<file path="src/sv/lrufr_pkg.sv">
package lrufr_pkg;

    localparam int MAX_FRAMES = 64;
    localparam int FRAME_W    = 6;
    localparam int CFG_W      = 7;
    localparam int STATUS_W   = 2;
    localparam int IDX_W      = $clog2(MAX_FRAMES);
    localparam int OCC_W      = $clog2(MAX_FRAMES + 1);
    localparam int CMP_W      = (CFG_W > OCC_W) ? CFG_W : OCC_W;

    localparam logic [CFG_W-1:0] LIMIT_RESET = CFG_W'(64);

    // opcodes
    localparam logic OP_REF   = 1'b0;
    localparam logic OP_EVICT = 1'b1;

    // result status codes
    localparam logic [STATUS_W-1:0] ST_HIT    = 2'd0;
    localparam logic [STATUS_W-1:0] ST_INSERT = 2'd1;
    localparam logic [STATUS_W-1:0] ST_VICTIM = 2'd2;
    localparam logic [STATUS_W-1:0] ST_EMPTY  = 2'd3;

endpackage

</file>
<file path="src/sv/lru_frame_replacement_top.sv">
// LRU replacement stack for physical frame numbers, most recent on top.
// Input channel (i_in_valid / o_in_stall) carries an opcode and a frame
// number; output channel (o_out_valid / i_out_stall) returns one status and
// victim frame per input transfer, in order.
// The stack lives in a 64-entry synchronous RAM, one read and one write port.
// A reference walks the stack from the top one entry per cycle, shifting
// each entry down one slot as it goes, and stops on a match:
//   hit                   : the walk stops at the matching entry
//   miss                  : the walk runs past the bottom occupied entry
//   evict                 : same edge as the transfer if empty, else after a bottom read
// One item is in flight at a time: the input stalls until the current item
// has finished and its result has been registered.
// i_cfg_we writes the frame limit (0 acts as 1, above 64 acts as 64).
// Reset (i_rst_n low, synchronous) empties the stack and sets the limit to
// 64; RAM contents are not cleared, only entries below occupancy are used.
// When the receiver stalls, a finished result waits in the output register
// and a second one in a hold register; the next transfer is not taken
// until the second one has moved into the output register.
module lru_frame_replacement_top (
    input  logic                            i_clk,
    input  logic                            i_rst_n,
    input  logic                            i_in_valid,
    output logic                            o_in_stall,
    input  logic                            i_opcode,
    input  logic [lrufr_pkg::FRAME_W-1:0]   i_frame_number,
    output logic                            o_out_valid,
    input  logic                            i_out_stall,
    output logic [lrufr_pkg::STATUS_W-1:0]  o_status,
    output logic [lrufr_pkg::FRAME_W-1:0]   o_victim_frame,
    input  logic                            i_cfg_we,
    input  logic [lrufr_pkg::CFG_W-1:0]     i_cfg_data
);

    typedef enum logic [1:0] {
        S_IDLE,
        S_SCAN,
        S_EVRD,
        S_HOLD
    } t_state;

    // stack RAM
    logic [lrufr_pkg::FRAME_W-1:0] r_stack [lrufr_pkg::MAX_FRAMES];
    logic [lrufr_pkg::FRAME_W-1:0] r_rdata;
    logic [lrufr_pkg::IDX_W-1:0]   rd_addr;
    logic                          mem_we;
    logic [lrufr_pkg::IDX_W-1:0]   mem_waddr;
    logic [lrufr_pkg::FRAME_W-1:0] mem_wdata;

    t_state                         r_state, n_state;
    logic [lrufr_pkg::OCC_W-1:0]    r_occ, n_occ;
    logic [lrufr_pkg::OCC_W-1:0]    r_idx, n_idx;
    logic [lrufr_pkg::FRAME_W-1:0]  r_carry, n_carry;
    logic [lrufr_pkg::FRAME_W-1:0]  r_frame, n_frame;
    logic [lrufr_pkg::CFG_W-1:0]    r_limit;

    logic                           r_out_valid;
    logic [lrufr_pkg::STATUS_W-1:0] r_status, r_pend_status;
    logic [lrufr_pkg::FRAME_W-1:0]  r_victim, r_pend_victim;

    logic                           in_take;
    logic                           slot_free;
    logic                           done;
    logic [lrufr_pkg::STATUS_W-1:0] d_status;
    logic [lrufr_pkg::FRAME_W-1:0]  d_victim;
    logic [lrufr_pkg::OCC_W-1:0]    occ_m1;
    logic [lrufr_pkg::OCC_W-1:0]    eff_limit;
    logic [lrufr_pkg::CMP_W-1:0]    limit_ext;

    // clamp limit into 1..MAX_FRAMES
    always_comb begin
        limit_ext = lrufr_pkg::CMP_W'(r_limit);
        if (r_limit == '0) begin
            eff_limit = lrufr_pkg::OCC_W'(1);
        end else if (limit_ext > lrufr_pkg::CMP_W'(lrufr_pkg::MAX_FRAMES)) begin
            eff_limit = lrufr_pkg::OCC_W'(lrufr_pkg::MAX_FRAMES);
        end else begin
            eff_limit = lrufr_pkg::OCC_W'(limit_ext);
        end
    end

    assign occ_m1     = r_occ - lrufr_pkg::OCC_W'(1);
    assign slot_free  = !r_out_valid || !i_out_stall;
    assign in_take    = i_in_valid && (r_state == S_IDLE);
    assign o_in_stall = (r_state != S_IDLE);

    always_comb begin
        n_state   = r_state;
        n_occ     = r_occ;
        n_idx     = r_idx;
        n_carry   = r_carry;
        n_frame   = r_frame;
        rd_addr   = '0;
        mem_we    = 1'b0;
        mem_waddr = r_idx[lrufr_pkg::IDX_W-1:0];
        mem_wdata = r_carry;
        done      = 1'b0;
        d_status  = lrufr_pkg::ST_HIT;
        d_victim  = '0;
        case (r_state)
            S_IDLE: begin
                if (in_take) begin
                    n_frame = i_frame_number;
                    if (i_opcode == lrufr_pkg::OP_EVICT) begin
                        if (r_occ == '0) begin
                            done     = 1'b1;
                            d_status = lrufr_pkg::ST_EMPTY;
                        end else begin
                            rd_addr = occ_m1[lrufr_pkg::IDX_W-1:0];
                            n_state = S_EVRD;
                        end
                    end else begin
                        // carry starts as the new top; read entry 0
                        n_idx   = '0;
                        n_carry = i_frame_number;
                        n_state = S_SCAN;
                    end
                end
            end
            S_SCAN: begin
                if (r_idx == r_occ) begin
                    // walked past the bottom: miss
                    done = 1'b1;
                    if (r_occ >= eff_limit) begin
                        // carry holds the old bottom entry
                        d_status = lrufr_pkg::ST_VICTIM;
                        d_victim = r_carry;
                    end else begin
                        mem_we   = 1'b1;
                        d_status = lrufr_pkg::ST_INSERT;
                        n_occ    = r_occ + lrufr_pkg::OCC_W'(1);
                    end
                end else begin
                    // shift: slot gets entry above it, carry takes old entry
                    mem_we = 1'b1;
                    if (r_rdata == r_frame) begin
                        done     = 1'b1;
                        d_status = lrufr_pkg::ST_HIT;
                    end else begin
                        n_carry = r_rdata;
                        n_idx   = r_idx + lrufr_pkg::OCC_W'(1);
                        rd_addr = n_idx[lrufr_pkg::IDX_W-1:0];
                    end
                end
            end
            S_EVRD: begin
                done     = 1'b1;
                d_status = lrufr_pkg::ST_VICTIM;
                d_victim = r_rdata;
                n_occ    = occ_m1;
            end
            S_HOLD: begin
                if (slot_free) begin
                    n_state = S_IDLE;
                end
            end
            default: begin
                n_state = S_IDLE;
            end
        endcase
        if (done) begin
            n_state = slot_free ? S_IDLE : S_HOLD;
        end
    end

    // RAM: one write, one registered read
    always_ff @(posedge i_clk) begin
        if (mem_we) begin
            r_stack[mem_waddr] <= mem_wdata;
        end
        r_rdata <= r_stack[rd_addr];
    end

    always_ff @(posedge i_clk) begin
        if (!i_rst_n) begin
            r_state     <= S_IDLE;
            r_occ       <= '0;
            r_limit     <= lrufr_pkg::LIMIT_RESET;
            r_out_valid <= 1'b0;
        end else begin
            r_state <= n_state;
            r_occ   <= n_occ;
            if (i_cfg_we) begin
                r_limit <= i_cfg_data;
            end
            if (done && slot_free) begin
                r_out_valid <= 1'b1;
            end else if (r_state == S_HOLD && slot_free) begin
                r_out_valid <= 1'b1;
            end else if (!i_out_stall) begin
                r_out_valid <= 1'b0;
            end
        end
        r_idx   <= n_idx;
        r_carry <= n_carry;
        r_frame <= n_frame;
        if (done && slot_free) begin
            r_status <= d_status;
            r_victim <= d_victim;
        end else if (r_state == S_HOLD && slot_free) begin
            r_status <= r_pend_status;
            r_victim <= r_pend_victim;
        end
        if (done && !slot_free) begin
            r_pend_status <= d_status;
            r_pend_victim <= d_victim;
        end
    end

    assign o_out_valid    = r_out_valid;
    assign o_status       = r_status;
    assign o_victim_frame = r_victim;

`ifndef NO_ASSERTIONS
    a_occ_bound: assert property (@(posedge i_clk) disable iff (!i_rst_n)
        r_occ <= lrufr_pkg::OCC_W'(lrufr_pkg::MAX_FRAMES))
        else $error("occupancy above capacity");

    a_scan_bound: assert property (@(posedge i_clk) disable iff (!i_rst_n)
        (r_state == S_SCAN) |-> (r_idx <= r_occ))
        else $error("scan index past occupancy");

    a_occ_step: assert property (@(posedge i_clk) disable iff (!i_rst_n)
        $past(i_rst_n) |-> (r_occ == $past(r_occ)
            || r_occ == $past(r_occ) + lrufr_pkg::OCC_W'(1)
            || r_occ == $past(r_occ) - lrufr_pkg::OCC_W'(1)))
        else $error("occupancy moved by more than one");

    a_victim_zero: assert property (@(posedge i_clk) disable iff (!i_rst_n)
        (o_out_valid && o_status != lrufr_pkg::ST_VICTIM) |-> (o_victim_frame == '0))
        else $error("victim frame set without eviction");
`endif

endmodule

</file>
<file path="config.mk">
export PLATFORM = sky130hd
export DESIGN_NAME = lru_frame_replacement_top
export DESIGN_NICKNAME = d
export VERILOG_FILES = /design/src/sv/lrufr_pkg.sv /design/src/sv/lru_frame_replacement_top.sv
export SDC_FILE = /design/constraint.sdc
export NUM_CORES = 1
export LEC_CHECK = 0
export BUFFER_PORTS_ARGS = -buffer_cell sky130_fd_sc_hd__clkbuf_2
export CAP_MARGIN = 15
export CORE_MARGIN = 2
export CORE_UTILIZATION = 50
export DETAILED_ROUTE_END_ITERATION = 16
export PLACE_DENSITY = 0.73
export SETUP_SLACK_MARGIN = 0.5
export SLEW_MARGIN = 20
export SYNTH_ARGS = -nofsm -noshare
export SYNTH_HDL_FRONTEND = slang
export SYNTH_SLANG_ARGS = --single-unit
</file>
<file path="constraint.sdc">
create_clock -name i_clk -period 4.8 [get_ports i_clk]
set_input_delay 1.2 -clock i_clk [delete_from_list [all_inputs] [get_ports i_clk]]
set_output_delay 1.2 -clock i_clk [all_outputs]
set_load 0.005 [all_outputs]
</file>
== Word-level counts from Yosys, hierarchy flattened ==
Memories as Yosys holds them, arrays and structs flattened. A register that Yosys moved wholly into a read port is not among the register bits.
Index checks and enable logic that the tools add are counted.
Storage, ports and cells
  memories: 1
  bits of input ports: 19
  logic and storage cells: 107
  register bits after elaboration: 52
  output and inout bits: 10
  bits in writable memories: 384
Memories
  r_stack: words 64, width 6, read ports 1, clocked after Yosys merged registers in 1, write ports 1, line lru_frame_replacement_top.sv:42  | logic [lrufr_pkg::FRAME_W-1:0] r_stack [lrufr_pkg::MAX_FRAMES];
Operators by class
  add/subtract/negate cells: 3
  reduce and logical (&&, ||, !) cells: 20
  eq/ne operators: 15
  $lt $le $gt $ge: 2
  multiplexer cells: 55
Operators by type and width (number)
  2-to-1 mux 6 bit: 13
  2-to-1 mux 7 bit: 8
  one-hot mux 6 bit (2 select lines): 3
  one-hot mux 7 bit (2 select lines): 2
  2-to-1 mux 2 bit: 13
  adder 7 x 1 -> 7 bit (second input constant): 2
  logical NOT 7 bit: 2
  2-to-1 mux 1 bit: 13
  != test 2 bit (second input constant): 6
  nonzero test 2 bit: 4
  == test 7 bit: 1
  >= comparator 7 bit: 1
  greater-than comparator 7 bit (second input constant): 1
  subtractor 7 x 1 -> 7 bit (second input constant): 1
  == test 6 bit: 1
  != test 3 bit (second input constant): 2
  one-hot mux 2 bit (3 select lines): 1
  AND reduction 5 bit: 1
  == test 2 bit (second input constant): 2
  logical AND 1 bit: 4
  != test 4 bit (second input constant): 1
  one-hot mux 2 bit (2 select lines): 1
  AND reduction 4 bit: 1
  logical NOT 1 bit: 3
  8 further kinds: 8

== Depth between registers and ports, before layout ==
Gate-level depths: netlist of the first run.
  depth after elaboration: 9
  gate-level depth with buffers: 15
  depth with buffers taken out: 13

== Worst setup path after synthesis of the first run ==
No wires, ideal clock.
  kind: flip-flop to flip-flop
  from: register r_limit, in the netlist limit_ext[1]
  to: memory r_stack[11][0] (netlist name), enable pin
  buffers on the path: 0
  arrival: 2.957 ns
  library setup time: 0.377 ns
  stages on the path, launching flop included: 14
  path slack: 1.466 ns
  data required time: 4.423 ns
  period minus slack after synthesis: 3.334 ns
  path through: dfxtp_1 -> nor3_1 -> a21oi_1 -> nor2_1 -> ha_1 -> nand2b_1 -> a21o_1 -> a21o_1 -> a21o_1 -> a21o_1 -> a21o_1 -> a21oi_1 -> nor2_1 -> nor3_1
On the way
  word-level cells in the longest chain between the ends: 9
  elaborated cells between the ends (all ways): 10
  classes of those cells: order compare (2); mux (7); reduce/logical (1)
RTL lines
  start: declaration: line lru_frame_replacement_top.sv:54  | logic [lrufr_pkg::CFG_W-1:0] r_limit;
  start signal: assignment: line lru_frame_replacement_top.sv:177  | r_limit <= lrufr_pkg::LIMIT_RESET;
  start signal: assignment: line lru_frame_replacement_top.sv:183  | r_limit <= i_cfg_data;
  greater-than comparator 7 bit: line lru_frame_replacement_top.sv:74  | end else if (limit_ext > lrufr_pkg::CMP_W'(lrufr_pkg::MAX_FRAMES)) begin
  2-to-1 mux 7 bit: line lru_frame_replacement_top.sv:74
  2-to-1 mux 7 bit (*): line lru_frame_replacement_top.sv:72  | if (r_limit == '0) begin
  >= comparator 7 bit (*): line lru_frame_replacement_top.sv:123  | if (r_occ >= eff_limit) begin
  2-to-1 mux 1 bit (*): line lru_frame_replacement_top.sv:123
  2-to-1 mux 1 bit (*): line lru_frame_replacement_top.sv:120  | if (r_idx == r_occ) begin
  2-to-1 mux 1 bit (*): line lru_frame_replacement_top.sv:99  | case (r_state)
  2-to-1 mux 1 bit (*): line lru_frame_replacement_top.sv:167  | if (mem_we) begin
  2-to-1 mux 1 bit (implied by the code) (*): line lru_frame_replacement_top.sv:168  | r_stack[mem_waddr] <= mem_wdata;
  end: declaration: line lru_frame_replacement_top.sv:42
Mark *: on every way between the ends. The rest lies on a longest branch, timed or not.

== Worst setup path after layout of the first run ==
  from: register r_occ[0] (netlist name)
  to: memory r_stack[47][3] (netlist name), enable pin
On the way
  word-level cells in the longest chain between the ends: 6
  elaborated cells between the ends (all ways): 7
  classes of those cells: order compare (1); eq/ne (1); mux (5)
RTL lines
  start: declaration: line lru_frame_replacement_top.sv:50  | logic [lrufr_pkg::OCC_W-1:0] r_occ, n_occ;
  start signal: assignment: line lru_frame_replacement_top.sv:181  | r_occ <= n_occ;
  >= comparator 7 bit: line lru_frame_replacement_top.sv:123
  2-to-1 mux 1 bit: line lru_frame_replacement_top.sv:123
  2-to-1 mux 1 bit (*): line lru_frame_replacement_top.sv:120
  2-to-1 mux 1 bit (*): line lru_frame_replacement_top.sv:99
  2-to-1 mux 1 bit (*): line lru_frame_replacement_top.sv:167
  2-to-1 mux 1 bit (implied by the code) (*): line lru_frame_replacement_top.sv:168
Marked as above.

==> impl_metrics.toml, run 1 <==
[setup_path]
crit_chain = "inv_1 -> ha_1 -> nand2b_1 -> a21o_1 -> a21o_1 -> a21o_1 -> a21o_1 -> a21o_1 -> a21o_1 -> a211o_1 -> nor2_1"
cp-end-kind = "register"
crit_required_ns = 4.99
critPathKind = "register to register"
crit_path_end = "r_stack[47][3]"
crit_path_max_fanout = 11
r2r_setup_slack_ns = 0.86
cpPeakStageDelay_ns = 0.62
rr_worst_depth = 11
slowest_stage = "a211o_1"
crit_top_cell = "a21o_1"
worstReg2RegEnd = "r_stack[47][3]"
r2r-start = "r_occ[0]"
startpoint = "r_occ[0]"
start_kind = "register"
worst_ep_arrival_time_ns = 4.13

[timing]
finalMaxSlewViolations = 0
finalCritPeriodShare_pct = 82.0
setup_viol = 0
worst_pin_slew_ns = 1.19
fin_crit_ns = 3.94
hold_viol = 0
hold_ws_ns = 0.529
tns_ns = 0
rsz0062_at_grt = "false"
setup_ws_ns = 0.862
slew_headroom_pct = 20.4
fmax_mhz = 254
finClkSkew_ns = 0.0169

[floorplan]
die-area_um2 = 38700
die_w_um = 197
top_level_ports = 29
placeableCoreArea_um2 = 36600
num_rows = 70
die_y_um = 197
start_util_pct = 50.8

[power]
ir_worst_vdd_mv = 0.321
power_mw = 11.8
powerDensity_nw_per_um2 = 568
pwr-share-clk_pct = 29.5
power_leakage_nw = 7.14
p_int_mw = 7.92
netSwitchingFraction_pct = 33.0
power_frac_seq_pct = 40.8
switching_power_mw = 3.89
comb_power_share_pct = 29.7

[grt]
antenna_found_initial = 0
gr-total-overflow = 0
grt_max_degree = 66
grt_use_total_pct = 23.8
grt_pass1_vias = 11300
grt_first_pass_wirelength_um = 68900

[placed_design]
dp_slack_ns = 0.585
gp_congestion = 0.913
io_buffer_count = 28
hpwlAfterDp_um = 29000

[drt]
viasPerCell = 6.24
drtIter0Drc = 1403
routedWlPerCell_um = 24.9
ant_nets = 0
drt_wl_total_um = 45600
vias = 11400
drc = 0
dr.pass1.iters = 5

[clocking]
cts_tree = "yes"
htree_levels = 2
clk_latency_ns = 0.56
cts_resized = 0
cts_buffers = 46
clockRootBuffer = "clkbuf_16"
clock-sinks = 442
postCtsHoldBufs = 0
clk_pin_slew_ns = 0.06
post_cts_buffers = 0
clockBufferDepth = 3

[outcome]
status = "complete, no violations"

[logic_synthesis]
synth_most_common_cell = "edfxtp_1"
yosysUniqueCellTypes = 65
syn_area_um2 = 18600
synthArstFlopShare_pct = 0
avgSynthCellArea_um2 = 14.5
synth_top_cells_by_area = "edfxtp_1 (68%), mux4_2 (4.2%), nand2_1 (4.1%)"
synth_edf_count = 419
synth_top_area_cell = "edfxtp_1"
ys_ff_latch = 442
synth_cells = 1284
synth_flop_cell = "edfxtp_1"
synth_nets = 1318
yosysWarnings = 0
synth_common_cells = "edfxtp_1 (419), nand2_1 (205), nor2_1 (94)"
synth.yosys.seq_area_share_pct = 70.2
synth_top_area_share_pct = 67.7

[final_layout]
drive_gt1_share_pct = 17.0
syn_to_final_growth_pct = 11.9
nets = 1361
diodes = 0
n_fill_cell = 2758

[flow_run]
cap_violations = 0

[hold_path]
hp-class = "register to register"
==> per-stage QoR <==
stage          cells  cell area, µm²  util, %
3_3_place_gp    1746           19300     52.7
2_1_floorplan   1284           18600        -
6_report        1830           20800     56.8
5_1_grt         1830           20800     56.8
3_5_place_dp    1747           19300     52.7
4_1_cts         1830           20800     56.8
==> layout by cell type, fill, tap and decap left out, drive strengths merged, types with 4 or more instances in the layout <==
cell type	count
dfxtp	23
nand4	4
a31o	18
a21o	7
a22oi	14
buf	41
nor3	15
nand2b	5
a2111o	4
xnor2	8
nor2	94
a31oi	10
clkbuf	84
nand3	67
a32oi	12
nand2	206
o211a	10
a221oi	7
o21ai	35
mux4	35
inv	16
o211ai	7
and2	13
o32ai	7
edfxtp	419
xor2	12
o31a	7
a211oi	17
a32o	6
bufinv	5
mux2	30
a21oi	30
mux2i	24
or2	4
clkinv	23
o2111ai	4
ha	15
==> how the worst min path moves through the flow <==
stage / startpoint / endpoint / depth (start not counted)
2_1_floorplan: limit_ext[0] / limit_ext[0] / 2
3_3_place_gp: limit_ext[4] / limit_ext[4] / 2
3_5_place_dp: r_pend_status[0] / o_status[0] / 2
4_1_cts: r_pend_status[0] / o_status[0] / 2
5_1_grt: r_pend_status[0] / o_status[0] / 2
6_report: r_pend_status[0] / o_status[0] / 2
==> critical path: cells and delay by family, from the launching register on <==
family / cells / cell delay, ns
adder cells (fa/ha/maj): 1 / 0.32
flip-flops: 1 / 0.56
AO/OA/AOI/OAI: 7 / 1.79
AND/OR/NAND/NOR: 2 / 0.73
buffers and inverters: 1 / 0.18
==> layer usage <==
layer / GRT usage (%) / routed length [µm]
met2: 37.0 / 21200
met1: 32.5 / 18000
met4: 11.1 / 2120
met5: 0 / 0
met3: 5.03 / 4250
==> cells by family (layout without fill, tap and decap cells) <==
| kind of cell | after synthesis | count (layout) | synth area share [%] |
|---|---|---|---|
| AO/OA/AOI/OAI | 203 | 203 | 8.11 |
| AND/OR/NAND/NOR | 424 | 424 | 9.92 |
| buffers and inverters | 91 | 169 | 2.47 |
| flip-flops | 442 | 442 | 70.2 |
| XOR/XNOR | 20 | 20 | 0.943 |
| adder cells (fa/ha/maj) | 15 | 15 | 1.01 |
| multiplexers | 89 | 89 | 7.35 |
==> flip-flops by register name (all words and copies together), names as in the netlist <==
name,count
r_stack,384
r_occ,7
o_status,2
o_out_valid,1
r_frame,6
r_state,2
r_pend_victim,6
r_rdata,6
r_idx,7
o_victim_frame,6
limit_ext,7
mem_wdata,6
r_pend_status,2
==> layout make-up <==
type                            instances  area, µm²  area share, %
Sequential cell                       442      13000           62.7
Multi-Input combinational cell        751       5130           24.7
Clock buffer                           56       1210           5.82
Tap cell                              468        586           2.82
Timing Repair Buffer                   69        493           2.37
Clock inverter                         27        272           1.31
Inverter                               17       63.8          0.307
==> power groups by stage <==
stage / clock, mW / combinational (mW) / sequential, mW
finish: 3.48 / 3.52 / 4.82
CTS: 3.52 / 3.46 / 4.81
global placement: 0 / 3.39 / 4.90
floorplan: 0 / 2.32 / 4.87
detailed placement: 0 / 3.44 / 4.89
global route: 3.68 / 3.76 / 4.83
Power figures use the tool's default switching activity.
==> inputs of run 2 (changes only) <==
--- a/config.mk
+++ b/config.mk
@@ -5,12 +5,13 @@
 export SDC_FILE = /design/constraint.sdc
 export NUM_CORES = 1
 export LEC_CHECK = 0
+export ABC_AREA = 1
 export BUFFER_PORTS_ARGS = -buffer_cell sky130_fd_sc_hd__clkbuf_2
 export CAP_MARGIN = 15
 export CORE_MARGIN = 2
 export CORE_UTILIZATION = 50
 export DETAILED_ROUTE_END_ITERATION = 16
-export PLACE_DENSITY = 0.73
+export PLACE_DENSITY = 0.75
 export SETUP_SLACK_MARGIN = 0.5
 export SLEW_MARGIN = 20
 export SYNTH_ARGS = -nofsm -noshare
==> constraint.sdc (replaced) <==
create_clock -name i_clk -period 3.3 [get_ports i_clk]
set_input_delay 0.825 -clock i_clk [delete_from_list [all_inputs] [get_ports i_clk]]
set_output_delay 0.825 -clock i_clk [all_outputs]
set_load 0.005 [all_outputs]
==> run 2 against run 1 <==
Net effect:
- power rose by 66%
- synthesized cell count rose by 52%
- sequential power rose by 54%
- synthesized area rose by 9.2%
- global-route usage rose by 0.46 points
- final area rose by 10%
- utilization rose by 0.60 points
- non-clock buffer count rose by 21
- critical path type unchanged
- largest power group is now combinational cells
==> impl_metrics.toml, run 2 <==
[clocking]
clockBufferDepth = 3
clockRootBuffer = "clkbuf_16"
clk_latency_ns = 0.56
clock-sinks = 442
cts_buffers = 44
htree_levels = 2
clk_pin_slew_ns = 0.06
cts_tree = "yes"

[grt]
grt_use_total_pct = 24.3
grt_pass1_vias = 14300
gr-total-overflow = 0
grt_max_degree = 97
grt_first_pass_wirelength_um = 79300
antenna_found_initial = 0

[floorplan]
num_rows = 73
top_level_ports = 29
placeableCoreArea_um2 = 39900
die_y_um = 205
start_util_pct = 50.8
die-area_um2 = 42200
die_w_um = 205

[timing]
tns_ns = 0
setup_viol = 0
hold_ws_ns = 0.471
fmax_mhz = 365
setup_ws_ns = 0.560
worst_pin_slew_ns = 0.839
finalMaxSlewViolations = 0
rsz0062_at_grt = "true"
finalCritPeriodShare_pct = 83.0
finClkSkew_ns = 0.0130
fin_crit_ns = 2.74
hold_viol = 0
slew_headroom_pct = 44.1

[setup_path]
worst_ep_arrival_time_ns = 3.17
start_kind = "register"
crit_required_ns = 3.74
crit_path_max_fanout = 50
cp-end-kind = "register"
critPathKind = "register to register"

[placed_design]
gp_congestion = 0.874
hpwlAfterDp_um = 30400
io_buffer_count = 28
dp_slack_ns = 0.164
dp_cells = 2439

[outcome]
status = "complete, no violations"

[drt]
drc = 0
routedWlPerCell_um = 20.5
viasPerCell = 5.84
drtIter0Drc = 1793
vias = 14800
dr.pass1.iters = 7
ant_nets = 0
drt_wl_total_um = 52000

[logic_synthesis]
synthArstFlopShare_pct = 0
synth_flop_cell = "edfxtp_1"
synth_cells = 1949
yosysUniqueCellTypes = 33
synth_most_common_cell = "nand3_1"
synth_top_area_cell = "edfxtp_1"
synth_common_cells = "nand3_1 (425), edfxtp_1 (419), nand2_1 (328)"
avgSynthCellArea_um2 = 10.4
synth_nets = 1983
ys_ff_latch = 442
syn_area_um2 = 20300
yosysWarnings = 0
synth.yosys.seq_area_share_pct = 64.3
synth_top_cells_by_area = "edfxtp_1 (62%), nand3_1 (10%), nand2_1 (6.1%)"
synth_edf_count = 419
synth_top_area_share_pct = 62.0

[final_layout]
final_common_cell = "nand3_1"
diodes = 0
nets = 2010
top_register = "r_stack"
n_fill_cell = 3187
drive_gt1_share_pct = 11.3
final_cells = 2532
syn_to_final_growth_pct = 12.9
layout_common_cells = "nand3_1 (422), edfxtp_1 (419), nand2_1 (322), inv_1 (253), nand3b_1 (138)"
largest_reg_flops = 384

[power]
power_mw = 19.6
power_leakage_nw = 8.88
powerDensity_nw_per_um2 = 857
ir_worst_vdd_mv = 0.503

[hold_path]
hp-class = "primary input to register"

[flow_run]
cap_violations = 0
run 2: per-stage QoR:
step                utilization, %  cell area [µm²]
floorplan                        -            20300
global placement              52.7            21000
detailed placement            52.7            21000
CTS                           56.5            22600
global route                  57.4            22900
finish                        57.4            22900
run 2: cells by family after synthesis:
kind of cell / share of synthesized area (%)
flip-flops: 64.3
buffers and inverters: 7.85
AO/OA/AOI/OAI: 1.84
adder cells (fa/ha/maj): 0.925
XOR/XNOR: 0.561
AND/OR/NAND/NOR: 24.5
run 2: final timing paths:
kind | startpoint | endpoint | slack [ns] | cells after the start
worst max-delay path | r_idx[5] | r_rdata[3] | 0.56 | 16
worst min-delay path | i_frame_number[0] | r_frame[0] | 0.47 | 1
worst max register to register | r_idx[5] | r_rdata[3] | 0.56 | 16
worst min register to register | r_occ[0] | r_occ[0] | 0.51 | 1
run 2: where the power goes:
part           internal (mW)  leakage, nW  switching, mW
combinational           2.21         4.25           5.33
sequential              7.07         3.99          0.354
clock                   2.63        0.640           2.03
total                   11.9         8.88           7.71
run 2: cell type report:
class	count	area, µm²	area share (%)
flip-flops and latches	442	13000	56.9
multi-input cells	1125	5980	26.1
clock buffers	64	1220	5.31
inverters	273	1030	4.49
repair buffers	90	891	3.89
well taps	525	657	2.87
clock inverters	13	91.3	0.399
run 2: worst max-delay path, stage by stage (launching register included):
cell and delay, ns:
edfxtp_1 0.52, inv_2 0.14, nand2_1 0.06, nand2_1 0.06, nand2_1 0.06, nor2_1 0.12
nand2_2 0.15, nand3_4 0.15, buf_12 0.17, buf_12 0.23, nand3b_1 0.16, nand3_1 0.12
nand3_1 0.08, nand3_1 0.11, nand3_1 0.13, nand3_1 0.21, nand2_1 0.09
run 2: routing by layer:
metal	track usage [%]	part of all wire, %	wire (µm)
met5	0	0	0
met4	8.89	3.1	1620
met3	4.62	9.5	4960
met2	39.4	48	24800
met1	32.7	40	20500
run 2: what timing repair did:
| action | 4_1_cts | 5_1_grt |
|---|---|---|
| endpoints found under the setup margin | 192 | 374 |
| gates cloned | 1 | 4 |
| pin swaps | 2 | 13 |
| gates resized for setup | 49 | 52 |
| hold buffers | 0 | 0 |
| buffers inserted | 2 | 9 |
==> inputs of run 3 (changes only) <==
--- a/config.mk
+++ b/config.mk
@@ -11,7 +11,7 @@
 export CORE_MARGIN = 2
 export CORE_UTILIZATION = 50
 export DETAILED_ROUTE_END_ITERATION = 16
-export PLACE_DENSITY = 0.75
+export PLACE_DENSITY = 0.73
 export SETUP_SLACK_MARGIN = 0.5
 export SLEW_MARGIN = 20
 export SYNTH_ARGS = -nofsm -noshare
==> constraint.sdc (replaced) <==
create_clock -name i_clk -period 2.6 [get_ports i_clk]
set_input_delay 0.65 -clock i_clk [delete_from_list [all_inputs] [get_ports i_clk]]
set_output_delay 0.65 -clock i_clk [all_outputs]
set_load 0.005 [all_outputs]
==> run 3 against run 2 <==
Net effect:
- the run now ends with negative setup slack left
- via count up 3.1%
- sequential power up 26%
- final area up 11%
- cell count up 4.7%
- clock power up 36%
- register-to-register slack worse by 0.59 ns
- first-iteration DRC count up 12%
- global-route usage up 1.8 points
- hold slack worse by 0.19 ns
- utilization up 6.4 points
- routed wire length up 8.1%
- worst setup slack worse by 0.59 ns
- critical endpoint is now r_stack[27][5]
- largest cell class unchanged
==> impl_metrics.toml, run 3 (same netlist as run 2, synthesis figures left out) <==
[final_layout]
layout_common_cells = "edfxtp_1 (419), nand3_1 (340), nand2_1 (296), inv_1 (251), nand3b_1 (138)"
final_util_pct = 63.9
diodes = 0
top_register = "r_stack"
layout.cell_area.non_filler_um2 = 25500
largest_reg_flops = 384
final_cells = 2650
final_common_cell = "edfxtp_1"
nets = 2124
drive_gt1_share_pct = 23.7
syn_to_final_growth_pct = 25.6

[timing]
finClkSkew_ns = 0.0229
slew_headroom_pct = 38.5
worst_pin_slew_ns = 0.920
setup_ws_ns = -0.0314
rsz0062_at_grt = "true"
hold_ws_ns = 0.278
fmax_mhz = 380
setup_viol = 56
finalCritPeriodShare_pct = 101
fin_crit_ns = 2.63
hold_viol = 0
finalMaxSlewViolations = 0
tns_ns = -0.998

[floorplan]
placeableCoreArea_um2 = 39900
die_y_um = 205
die_w_um = 205
top_level_ports = 29
num_rows = 73
start_util_pct = 50.8
die-area_um2 = 42200

[setup_path]
cp-end-kind = "register"
worst_ep_arrival_time_ns = 2.91
worstReg2RegEnd = "r_stack[27][5]"
start_kind = "register"
critPathKind = "register to register"
crit_required_ns = 2.88
r2r-start = "limit_ext[1]"
crit_path_max_fanout = 8
r2r_setup_slack_ns = -0.03
rr_worst_depth = 16

[clocking]
clockBufferDepth = 3
clk_latency_ns = 0.58
htree_levels = 2
cts_tree = "yes"
clock-sinks = 442
clockRootBuffer = "clkbuf_16"
clk_pin_slew_ns = 0.06
cts_buffers = 45

[grt]
grt_use_total_pct = 26.0
gr-total-overflow = 0
antenna_found_initial = 0
grt_first_pass_wirelength_um = 83400
grt_max_degree = 66
grt_pass1_vias = 14800

[power]
switching_power_mw = 10.8
powerDensity_nw_per_um2 = 1100
netSwitchingFraction_pct = 38.6
power_leakage_nw = 10.1
power_mw = 28.1
ir_worst_vdd_mv = 0.715
comb_power_share_pct = 44.1
pwr-share-clk_pct = 22.7
p_int_mw = 17.2
power_frac_seq_pct = 33.3

[drt]
drt_wl_total_um = 56200
dr.pass1.iters = 6
drtIter0Drc = 2013
routedWlPerCell_um = 21.2
ant_nets = 0
drc = 0
vias = 15300
viasPerCell = 5.76

[hold_path]
hp-class = "primary input to register"
hold_depth = 1
min_from = "i_frame_number[0]"
min_to = "r_frame[0]"

[placed_design]
io_buffer_count = 28
hpwlAfterDp_um = 31500
dp_cells = 2502
dpl_cell_area_um2 = 21900
dp_slack_ns = -0.149
gp_congestion = 0.906

[outcome]
status = "complete, but fails checks"
violations = "negative setup slack"

[flow_run]
cap_violations = 0
run 3: cell count changes in the layout (fill, tap and decap cells not counted), sizes merged:
| cell | change |
|---|---|
| nand2 | +1 |
| buf | +110 |
| bufinv | +2 |
| nand3 | -1 |
| bufbuf | +4 |
| clkbuf | -5 |
| clkinvlp | +2 |
| clkinv | +5 |
run 3: worst max-delay path by stage:
stage | from | endpoint | slack, ns | cells past startpoint
6_report | limit_ext[1] | r_stack[27][5] | -0.03 | 16
3_5_place_dp | limit_ext[2] | r_stack[6][2] | -0.15 | 13
3_3_place_gp | limit_ext[2] | r_stack[6][2] | -0.10 | 12
2_1_floorplan | limit_ext[4] | r_stack[19][0] | 0.14 | 13
4_1_cts | limit_ext[0] | r_stack[51][3] | 0.07 | 16
5_1_grt | limit_ext[1] | r_stack[27][2] | -0.15 | 16
run 3: timing repair:
action,CTS,global route
resized for setup,209,101
gates cloned,16,6
hold buffers,0,0
pin swaps,46,64
buffers inserted,29,15
setup endpoints to repair,429,431
run 3: critical path: stages, from the launching register on:
cell	delay, ns
dfxtp_2	0.33
nor2_2	0.11
nand3_2	0.09
nand2_2	0.10
nand2_2	0.08
ha_4	0.16
a21oi_2	0.15
o21ai_2	0.07
nand4_1	0.15
nand3_2	0.15
nand2_4	0.14
inv_4	0.05
nor2_4	0.13
nand4_1	0.16
buf_12	0.21
nor2_4	0.11
buf_6	0.15
run 3: power by group through the flow:
stage	Combinational (mW)	Clock, mW	Sequential [mW]
2_1_floorplan	5.68	0	9.66
3_3_place_gp	9.22	0	9.45
3_5_place_dp	9.39	0	9.47
4_1_cts	11.3	6.41	9.32
5_1_grt	13.2	6.71	9.37
6_report	12.4	6.36	9.34
run 3: per-layer routing:
metal | wire [µm] | track usage [%] | part of all wire [%] | vias up
li1 | - | - | - | 6943
met1 | 22100 | 35.1 | 39 | 7321
met2 | 26600 | 41.5 | 47 | 849
met3 | 5520 | 5.37 | 9.8 | 144
met4 | 1990 | 10.5 | 3.5 | 0
met5 | 0 | 0 | 0 | -
run 3: layout make-up:
cell class                      instances  area, µm²
Inverter                              273       1040
Multi-Input combinational cell       1125       6770
Fill cell                            2832      14400
Timing Repair Buffer                  203       2520
Clock inverter                         22        186
Clock buffer                           60       1250
Tap cell                              525        657
Sequential cell                       442      13100
